--- src/hdl/bhp_pkg.sv ---
// ----------------------------------------------------------------------------
// bhp_pkg
// Shared types and constants for the bitmap header parser: field positions
// within the file, the expected identifier and the result status codes.
// ----------------------------------------------------------------------------
package bhp_pkg;

	// Byte offsets of the captured little-endian fields
	localparam logic [5:0] PosId          = 6'd0;
	localparam logic [5:0] PosIdLast      = 6'd1;
	localparam logic [5:0] PosOffset      = 6'd10;
	localparam logic [5:0] PosWidth       = 6'd18;
	localparam logic [5:0] PosHeight      = 6'd22;
	localparam logic [5:0] PosBits        = 6'd28;
	localparam logic [5:0] PosCompression = 6'd30;
	localparam logic [5:0] PosColours     = 6'd46;
	localparam logic [5:0] PosLast        = 6'd49;

	// 'BM' read little-endian
	localparam logic [15:0] HdrIdBm     = 16'h4D42;
	localparam logic [15:0] WantedDepth = 16'd24;

	typedef enum logic [2:0] {
		ST_OK         = 3'd0,
		ST_BAD_ID     = 3'd1,
		ST_COMPRESSED = 3'd2,
		ST_PALETTE    = 3'd3,
		ST_DEPTH      = 3'd4
	} status_t;

	typedef struct packed {
		status_t            status;
		logic        [31:0] data_offset;
		logic signed [31:0] width;
		logic signed [31:0] height;
		logic        [15:0] bits_per_pixel;
		logic        [31:0] row_bytes;
	} result_t;

endpackage

--- src/hdl/bhp_if.sv ---
// ----------------------------------------------------------------------------
// bhp_byte_if / bhp_hdr_if
// Valid/ready channels of the bitmap header parser: the incoming byte stream
// and the outgoing parsed header.
// ----------------------------------------------------------------------------
interface bhp_byte_if;
	logic       valid;
	logic       ready;
	logic [7:0] byte_value;
	logic       new_file;

	modport source (output valid, output byte_value, output new_file, input ready);
	modport sink (input valid, input byte_value, input new_file, output ready);
endinterface

interface bhp_hdr_if;
	import bhp_pkg::*;

	logic               valid;
	logic               ready;
	status_t            status;
	logic        [31:0] data_offset;
	logic signed [31:0] width;
	logic signed [31:0] height;
	logic        [15:0] bits_per_pixel;
	logic        [31:0] row_bytes;

	modport source (output valid, output status, output data_offset, output width,
		output height, output bits_per_pixel, output row_bytes, input ready);
	modport sink (input valid, input status, input data_offset, input width,
		input height, input bits_per_pixel, input row_bytes, output ready);
endinterface

--- src/hdl/bmp_header_parser.sv ---
// ----------------------------------------------------------------------------
// bmp_header_parser
// Streaming parser for a bitmap file header with info header. Captures the
// geometry fields as their bytes pass and emits one header transaction.
// ----------------------------------------------------------------------------
//  channel   dir  payload                                   note
//  byte_in   in   byte_value[7:0], new_file                 one file byte per transaction
//  hdr_out   out  status, data_offset, width, height,       at most one per file
//                 bits_per_pixel, row_bytes
//
// One byte is taken per cycle while byte_in is ready; byte 49 (or byte 1 on a bad
// identifier) registers the result, into the skid register if the output is held.
// The scanline product bits*width is registered each cycle from the captured
// fields, which settle twenty bytes before it is needed.
// A two-entry output (result register plus skid register) keeps byte_in ready
// while one result waits; byte_in stalls only while the skid register is full.
// After reset the parser ignores bytes until one arrives with new_file set.
module bmp_header_parser (
	input  logic             clk,
	input  logic             arst_n,
	bhp_byte_if.sink         byte_in,
	bhp_hdr_if.source        hdr_out
);
	import bhp_pkg::*;

	logic        [5:0]      pos_q;
	logic                   finished_q;
	logic        [7:0]      id_lo_q;
	logic        [3:0][7:0] offset_q;
	logic        [3:0][7:0] width_q;
	logic        [3:0][7:0] height_q;
	logic        [1:0][7:0] bits_q;
	logic        [3:0][7:0] compression_q;
	logic        [2:0][7:0] colours_q;
	logic        [31:0]     prod_q;

	logic                   out_valid_q;
	logic                   skid_valid_q;
	result_t                out_q;
	result_t                skid_q;

	logic                   accept;
	logic                   out_free;
	logic        [5:0]      pos_eff;
	logic                   active;
	logic                   bad_id;
	logic                   last_byte;
	logic                   new_result;
	logic        [31:0]     colours_full;
	logic        [31:0]     row_bytes;
	result_t                result;

	// Handshake
	assign byte_in.ready = !skid_valid_q;
	assign accept        = byte_in.valid && byte_in.ready;
	assign out_free      = !out_valid_q || hdr_out.ready;

	// Effective position once a new-file flag restarts the parse
	assign pos_eff    = byte_in.new_file ? PosId : pos_q;
	assign active     = byte_in.new_file || !finished_q;
	assign bad_id     = (pos_eff == PosIdLast) && ({byte_in.byte_value, id_lo_q} != HdrIdBm);
	assign last_byte  = (pos_eff == PosLast);
	assign new_result = accept && active && (bad_id || last_byte);

	// Build the result
	assign colours_full = {byte_in.byte_value, colours_q};
	assign row_bytes    = ((prod_q + 32'd31) >> 5) << 2;

	always_comb begin
		result = '0;
		if (bad_id) begin
			result.status = ST_BAD_ID;
		end else begin
			if (compression_q != '0) begin
				result.status = ST_COMPRESSED;
			end else if (colours_full != '0) begin
				result.status = ST_PALETTE;
			end else if (bits_q != WantedDepth) begin
				result.status = ST_DEPTH;
			end else begin
				result.status = ST_OK;
			end
			result.data_offset    = offset_q;
			result.width          = $signed(width_q);
			result.height         = $signed(height_q);
			result.bits_per_pixel = bits_q;
			result.row_bytes      = row_bytes;
		end
	end

	// Advance position and finished flag
	always_ff @(posedge clk or negedge arst_n) begin
		if (!arst_n) begin
			pos_q      <= '0;
			finished_q <= 1'b1;
		end else if (accept && active) begin
			if (bad_id || last_byte) begin
				finished_q <= 1'b1;
				pos_q      <= pos_eff;
			end else begin
				finished_q <= 1'b0;
				pos_q      <= pos_eff + 6'd1;
			end
		end
	end

	// Capture header fields lane by lane; clear them on a new file
	always_ff @(posedge clk or negedge arst_n) begin
		if (!arst_n) begin
			id_lo_q       <= '0;
			offset_q      <= '0;
			width_q       <= '0;
			height_q      <= '0;
			bits_q        <= '0;
			compression_q <= '0;
			colours_q     <= '0;
		end else if (accept && active) begin
			// A new file always lands on byte 0, so id_lo_q is loaded below
			if (byte_in.new_file) begin
				offset_q      <= '0;
				width_q       <= '0;
				height_q      <= '0;
				bits_q        <= '0;
				compression_q <= '0;
				colours_q     <= '0;
			end
			if (pos_eff == PosId) begin
				id_lo_q <= byte_in.byte_value;
			end
			if (pos_eff >= PosOffset && pos_eff < PosOffset + 6'd4) begin
				offset_q[2'(pos_eff - PosOffset)] <= byte_in.byte_value;
			end
			if (pos_eff >= PosWidth && pos_eff < PosWidth + 6'd4) begin
				width_q[2'(pos_eff - PosWidth)] <= byte_in.byte_value;
			end
			if (pos_eff >= PosHeight && pos_eff < PosHeight + 6'd4) begin
				height_q[2'(pos_eff - PosHeight)] <= byte_in.byte_value;
			end
			if (pos_eff >= PosBits && pos_eff < PosBits + 6'd2) begin
				bits_q[1'(pos_eff - PosBits)] <= byte_in.byte_value;
			end
			if (pos_eff >= PosCompression && pos_eff < PosCompression + 6'd4) begin
				compression_q[2'(pos_eff - PosCompression)] <= byte_in.byte_value;
			end
			if (pos_eff >= PosColours && pos_eff < PosColours + 6'd3) begin
				colours_q[2'(pos_eff - PosColours)] <= byte_in.byte_value;
			end
		end
	end

	// Register the scanline bit count, wrapped to 32 bits
	always_ff @(posedge clk) begin
		prod_q <= 32'(bits_q) * width_q;
	end

	// Hold results in the output register, spill to the skid register
	always_ff @(posedge clk or negedge arst_n) begin
		if (!arst_n) begin
			out_valid_q  <= 1'b0;
			skid_valid_q <= 1'b0;
		end else if (out_free) begin
			if (skid_valid_q) begin
				out_valid_q  <= 1'b1;
				skid_valid_q <= 1'b0;
			end else begin
				out_valid_q <= new_result;
			end
		end else if (new_result) begin
			skid_valid_q <= 1'b1;
		end
	end

	always_ff @(posedge clk) begin
		if (out_free) begin
			out_q <= skid_valid_q ? skid_q : result;
		end
		if (!out_free && new_result) begin
			skid_q <= result;
		end
	end

	// Drive the output channel
	assign hdr_out.valid          = out_valid_q;
	assign hdr_out.status         = out_q.status;
	assign hdr_out.data_offset    = out_q.data_offset;
	assign hdr_out.width          = out_q.width;
	assign hdr_out.height         = out_q.height;
	assign hdr_out.bits_per_pixel = out_q.bits_per_pixel;
	assign hdr_out.row_bytes      = out_q.row_bytes;

	// Checks
	a_skid_behind_out: assert property (@(posedge clk) disable iff (!arst_n)
		skid_valid_q |-> out_valid_q)
		else $error("skid register full while result register empty");

	a_done_after_result: assert property (@(posedge clk) disable iff (!arst_n)
		new_result |=> finished_q)
		else $error("parse not finished after a result");

	a_pos_in_range: assert property (@(posedge clk) disable iff (!arst_n)
		pos_q <= PosLast)
		else $error("byte position beyond last header byte");

	a_no_result_when_idle: assert property (@(posedge clk) disable iff (!arst_n)
		(finished_q && !byte_in.new_file) |-> !new_result)
		else $error("result raised while waiting for a new file");

endmodule
--- src/flat_wrapper.sv ---
// flat-port wrapper written by rule: the top's interface ports become plain ports
module bmp_header_parser_flat import bhp_pkg::*;
  (clk, arst_n, byte_in_valid, byte_in_byte_value, byte_in_new_file, byte_in_ready, hdr_out_valid, hdr_out_status, hdr_out_data_offset, hdr_out_width, hdr_out_height, hdr_out_bits_per_pixel, hdr_out_row_bytes, hdr_out_ready);
  bhp_byte_if byte_in_i ();
  bhp_hdr_if hdr_out_i ();
  input  logic clk;
  input  logic arst_n;
  input wire logic [$bits(byte_in_i.valid)-1:0] byte_in_valid;
  input wire logic [$bits(byte_in_i.byte_value)-1:0] byte_in_byte_value;
  input wire logic [$bits(byte_in_i.new_file)-1:0] byte_in_new_file;
  output wire logic [$bits(byte_in_i.ready)-1:0] byte_in_ready;
  output wire logic [$bits(hdr_out_i.valid)-1:0] hdr_out_valid;
  output wire logic [$bits(hdr_out_i.status)-1:0] hdr_out_status;
  output wire logic [$bits(hdr_out_i.data_offset)-1:0] hdr_out_data_offset;
  output wire logic [$bits(hdr_out_i.width)-1:0] hdr_out_width;
  output wire logic [$bits(hdr_out_i.height)-1:0] hdr_out_height;
  output wire logic [$bits(hdr_out_i.bits_per_pixel)-1:0] hdr_out_bits_per_pixel;
  output wire logic [$bits(hdr_out_i.row_bytes)-1:0] hdr_out_row_bytes;
  input wire logic [$bits(hdr_out_i.ready)-1:0] hdr_out_ready;
  assign byte_in_i.valid = byte_in_valid;
  assign byte_in_i.byte_value = byte_in_byte_value;
  assign byte_in_i.new_file = byte_in_new_file;
  assign byte_in_ready = byte_in_i.ready;
  assign hdr_out_valid = hdr_out_i.valid;
  assign hdr_out_status = hdr_out_i.status;
  assign hdr_out_data_offset = hdr_out_i.data_offset;
  assign hdr_out_width = hdr_out_i.width;
  assign hdr_out_height = hdr_out_i.height;
  assign hdr_out_bits_per_pixel = hdr_out_i.bits_per_pixel;
  assign hdr_out_row_bytes = hdr_out_i.row_bytes;
  assign hdr_out_i.ready = hdr_out_ready;
  bmp_header_parser u_core (.clk(clk), .arst_n(arst_n), .byte_in(byte_in_i), .hdr_out(hdr_out_i));
endmodule
--- config.mk ---
export PLATFORM = sky130hd
export DESIGN_NAME = bmp_header_parser_flat
export DESIGN_NICKNAME = d
export VERILOG_FILES = /design/src/hdl/bhp_pkg.sv /design/src/hdl/bhp_if.sv /design/src/hdl/bmp_header_parser.sv /design/src/flat_wrapper.sv
export SDC_FILE = /design/constraint.sdc
export NUM_CORES = 2
export LEC_CHECK = 0
export BUFFER_PORTS_ARGS = -buffer_cell sky130_fd_sc_hd__buf_2
export CAP_MARGIN = 30
export CORE_ASPECT_RATIO = 0.75
export CORE_MARGIN = 1.5
export CORE_UTILIZATION = 55
export DETAILED_ROUTE_END_ITERATION = 12
export GPL_ROUTABILITY_DRIVEN = 0
export GPL_TIMING_DRIVEN = 1
export PLACE_DENSITY = 0.73
export SETUP_SLACK_MARGIN = 0.02
export SLEW_MARGIN = 5
export SYNTH_ARGS = -nofsm -noshare
export SYNTH_HDL_FRONTEND = slang
export SYNTH_SLANG_ARGS = --single-unit
--- constraint.sdc ---
create_clock -name clk -period 35.3 [get_ports clk]
set_input_delay 8.825 -clock clk [delete_from_list [all_inputs] [get_ports clk]]
set_output_delay 8.825 -clock clk [all_outputs]
set_load 0.02 [all_outputs]
== Word-level counts from Yosys, hierarchy flattened ==
Cells that the tools add are included.

* Add/subtract/negate cells: 8
* Reductions and logical operators: 29
* Multiply operators: 1
* Muxes and demuxes: 48
* Eq/ne operators: 4
* Magnitude comparators: 24

{| class="wikitable"
|+ Operator list
! cell !! count
|-
| 2-to-1 mux 32 bit || 12
|-
| 2-to-1 mux 147 bit || 1
|-
| 2-to-1 mux 144 bit || 1
|-
| bitwise mux 32 bit || 4
|-
| demux 8 bit (select 2 bit) || 5
|-
| 2-to-1 mux 24 bit || 3
|-
| nonzero test 32 bit || 2
|-
| 2-to-1 mux 16 bit || 3
|-
| 2-to-1 mux 8 bit || 6
|-
| adder 32 x 5 -> 32 bit, second input constant || 1
|-
| multiplier 16 x 32 -> 32 bit || 1
|-
| bitwise mux 24 bit || 1
|-
| >= comparator 6 x 5 -> 1 bit, second input constant || 4
|-
| < comparator 6 x 5 -> 1 bit, second input constant || 3
|-
| logical AND 1 bit || 17
|-
| bitwise mux 16 bit || 1
|-
| inequality test 16 x 15 -> 1 bit, second input constant || 1
|-
| inequality test 16 x 5 -> 1 bit, second input constant || 1
|-
| < comparator 2 x 3 -> 1 bit, second input constant || 5
|-
| < comparator 6 bit, second input constant || 2
|-
| 2-to-1 mux 3 bit || 4
|-
| 2-to-1 mux 6 bit || 2
|-
| >= comparator 2 x 1 -> 1 bit, second input constant || 5
|-
| subtractor 2 bit, second input constant || 5
|-
| 16 further kinds || 24
|}

* Flip-flop bits (word level): 511
* Logic and storage cells: 153
* Bits of input ports: 13

== Longest topological paths before layout ==
* Word-level depth: 8
* Depth in mapped cells: 24
* Depth with buffers taken out: 22

== Worst setup path after synthesis ==
No wires, ideal clock.

* Path type: input port to flip-flop
* Start: input port hdr_out_ready
* End: register u_core.skid_q[100] (netlist bit), enable pin
* Data arrival time: 19.330 ns
* Required time: 33.746 ns
* Slack: 14.416 ns
* Buffers on the path: 0
* Cell stages on the path: 2
* Cell sequence: nand2b_1 > nor2b_1

* Cells in the longest elaborated chain, start to end: 3

{| class="wikitable"
|+ RTL lines
! element !! line !! text
|-
| start: declaration || flat_wrapper.sv:19 || <nowiki>input wire logic [$bits(hdr_out_i.ready)-1:0] hdr_out_ready;</nowiki>
|-
| logical OR 1 bit || bmp_header_parser.sv:56 || <nowiki>assign out_free = !out_valid_q || hdr_out.ready;</nowiki>
|-
| zero test 1 bit || bmp_header_parser.sv:177 || <nowiki>if (!out_free && new_result) begin</nowiki>
|-
| logical AND 1 bit || bmp_header_parser.sv:177 ||
|-
| end signal: assignment || bmp_header_parser.sv:178 || <nowiki>skid_q <= result;</nowiki>
|-
| end: declaration || bmp_header_parser.sv:40 || <nowiki>result_t skid_q;</nowiki>
|}

No other way between the ends.
A chain may end at the register's enable or synchronous reset.

==> impl_metrics.tcl <==
set metrics [dict create \
    setup_violations 0 \
    status "finished clean" \
    synthTopCellsByCount "359 x inv_1, 322 x nand2_1, 304 x fa_1" \
    viasPerCell 5.758 \
    ir_drop_mv 0.04389 \
    antenna_found_initial 0 \
    synth-edff-count 284 \
    netlist_area_um2 31240 \
    hold_viol_final 0 \
    path_clk_slew_ns 0.06 \
    die_area_um2 58260 \
    cts_setup_buffers 0 \
    cts_sinks 501 \
    insertion_delay_ns 0.62 \
    power.density_nw_per_um2 39.29 \
    area_delta_synth_final_pct 9.608 \
    synth_top_area_share_pct 27.30 \
    path_max_fanout 80 \
    power_leakage_uw 0.01597 \
    cts_buffers 48 \
    seq_area_frac_synth_pct 44.17 \
    period_share_pct 33.76 \
    syn_inst 2695 \
    post_drt_wl_per_cell_um 20.70 \
    skew_ns 0.03400 \
    synth.distinct_cells 63 \
    cts_root_buffer "clkbuf_16" \
    rr_startpoint "u_core.bits_q[1]$_DFFE_PN0P_" \
    finalSetupTns_ns 0 \
    dp_slack_ns 22.61 \
    grt_setup_unrepaired "false" \
    fp.dieH_um 209.4 \
    hold_path_depth 1 \
    io_buffers 156 \
    ys_ff_latch 501 \
    ys.warnings.count 0 \
    async_reset_ff_share_pct 36.93 \
    num_vias 20450 \
    ctsHoldBuffers 0 \
    worstSetupEndpointType "flip-flop" \
    start_util_pct 55.77 \
    worstPathRequired_ns 35.78 \
    layout-drive-gt1-share_pct 14.08 \
    synthFlopType "edfxtp_1" \
    final_nets 3166 \
    maxSlewViolCount 0 \
    ys_top_cells_by_area "edfxtp_1 27%, fa_1 19%, dfrtp_1 15%, inv_1 4.3%, and2_1 4.3%" \
    max_slew.worst_pin.slew_ns 0.9943 \
    cts_buffer_depth 3 \
    drv_cap 0 \
    finalCriticalPeriod_ns 11.92 \
    crit_start "byte_in_byte_value[2]" \
    drtIter0Drc 1804 \
    syn_avg_cell_area_um2 11.59 \
    min_path_type "flip-flop to flip-flop" \
    slew_headroom_pct 33.16 \
    antenna_cells 0 \
    rows 75 \
    dr.pass1.iters 6 \
    synth.most_common_cell "inv_1" \
    grt_pass1_vias 20850 \
    grt_usage_pct 25.77 \
    critical_path_class "primary input to flip-flop" \
    synth_top_cell_by_area "edfxtp_1" \
    ant_nets 0 \
    hp-start "u_core.height_q[13]$_DFFE_PN0P_" \
    arrival_ns 12.40 \
    grt_pass1_wl_mm 117.5 \
    nFillCells 4294 \
    drc 0 \
    r2r_cells 18 \
    io_pins 162 \
    die_width_um 278.2 \
    grt-ovfl-total 0 \
    clock.fmax_mhz 83.91 \
    setup_slack_ns 23.38 \
    critPathLaunchType "primary input" \
    cts_tree "done" \
    dpl.hpwl_mm 49.66 \
    wl_mm 73.52 \
    cts_resized 0 \
    grt_max_degree 91 \
    cts.htree.levels 2 \
    core_area_um2 56020 \
]
## per-stage QoR
step	area, µm²	power, µW	hold slack [ns]	util, %	cells
after floorplan	31260	785.9	0.4414	-	2699
after global placement	32440	834.0	0.4605	57.91	3451
after detailed placement	32560	837.0	0.4781	58.12	3456
after CTS	34170	1353	0.4942	61.00	3546
after global routing	34240	1386	0.5008	61.13	3551
final	34240	1346	0.4909	61.13	3551
## power breakdown
part	internal [µW]	switching, µW	total, µW
clock	287	233	520
combinational	32.8	118	150
sequential	659	16.5	675
total	978	367	1350
## flip-flops by register name (all words and copies together), names as in the netlist, 3 cells and up
name / cells
u_core.compression_q: 32
u_core.hdr_out.row_bytes: 27
u_core.prod_q: 32
u_core.hdr_out.data_offset: 32
u_core.hdr_out.width: 32
u_core.hdr_out.height: 32
u_core.bits_q: 16
u_core.offset_q: 32
u_core.hdr_out.bits_per_pixel: 16
u_core.skid_q: 142
u_core.height_q: 32
u_core.width_q: 32
u_core.colours_full: 24
u_core.id_lo_q: 8
u_core.hdr_out.status: 3
u_core.pos_q: 6
## critical path, stage by stage
cell	delay, ns
buf_2	0.46
inv_2	0.16
or4_1	0.56
nor4_1	0.37
nand3_1	0.19
o21ai_2	0.16
or2_4	0.41
buf_4	0.68
and2_1	0.26
mux2_2	0.16
## path summary, 6_finish.rpt
| check | slack [ns] | endpoint |
|---|---|---|
| setup / recovery | 23.38 | u_core.hdr_out.bits_per_pixel[14]$_DFFE_PN_ |
| hold / removal | 0.49 | u_core.height_q[13]$_DFFE_PN0P_ |
| setup reg to reg | 28.34 | u_core.prod_q[30]$_DFF_P_ |
| hold reg to reg | 0.49 | u_core.height_q[13]$_DFFE_PN0P_ |
| max in group asynchronous | 25.65 | u_core.width_q[18]$_DFFE_PN0P_ |
| min in group asynchronous | 8.26 | u_core.offset_q[17]$_DFFE_PN0P_ |
## logic make-up after synthesis
logic type / Yosys count / synth area share (%)
DFF: 501 / 44.17
buffers and inverters: 518 / 6.580
AOI/OAI and AO/OA: 315 / 7.481
xor gates and xnor gates: 83 / 2.327
and+or+nand+nor: 789 / 13.05
muxes: 115 / 4.141
adders and majority gates: 373 / 22.24
other: 1 / 0.01200
## per-layer routing
layer	track usage (%)	vias to the layer above	part of all wire, %
met2	39.59	761	46
met5	0	-	0
met3	4.364	130	7.3
met1	38.23	10600	44
met4	6.972	0	2.4
li1	-	8950	-
## cells in the final DEF, fill, tap and decap left out, drive strengths merged, types with 3 or more instances in the layout
master	count
a21o	29
a21oi	33
a22o	136
and2	275
and3	9
buf	183
clkbuf	77
clkinv	13
conb	5
dfrtp	184
dfxtp	32
edfxtp	284
fa	304
ha	69
inv	365
mux2	114
nand2	322
nand2b	5
nand3	47
nand4	12
nor2	62
nor2b	6
nor3	16
nor4	22
nor4b	3
o21a	5
o21ai	61
o21bai	7
o31ai	30
or2	3
xnor2	49
xor2	34
## cell type report
class / instances / area (µm²) / share of cell area [%]
Clock buffer: 74 / 1450 / 4.235
Clock inverter: 16 / 163.9 / 0.4786
Inverter: 363 / 1365 / 3.986
Multi-Input combinational cell: 1680 / 15430 / 45.05
Sequential cell: 501 / 13800 / 40.30
Tap cell: 731 / 914.6 / 2.671
Timing Repair Buffer: 186 / 1122 / 3.277
No activity file was read; power rests on OpenSTA's default activity.
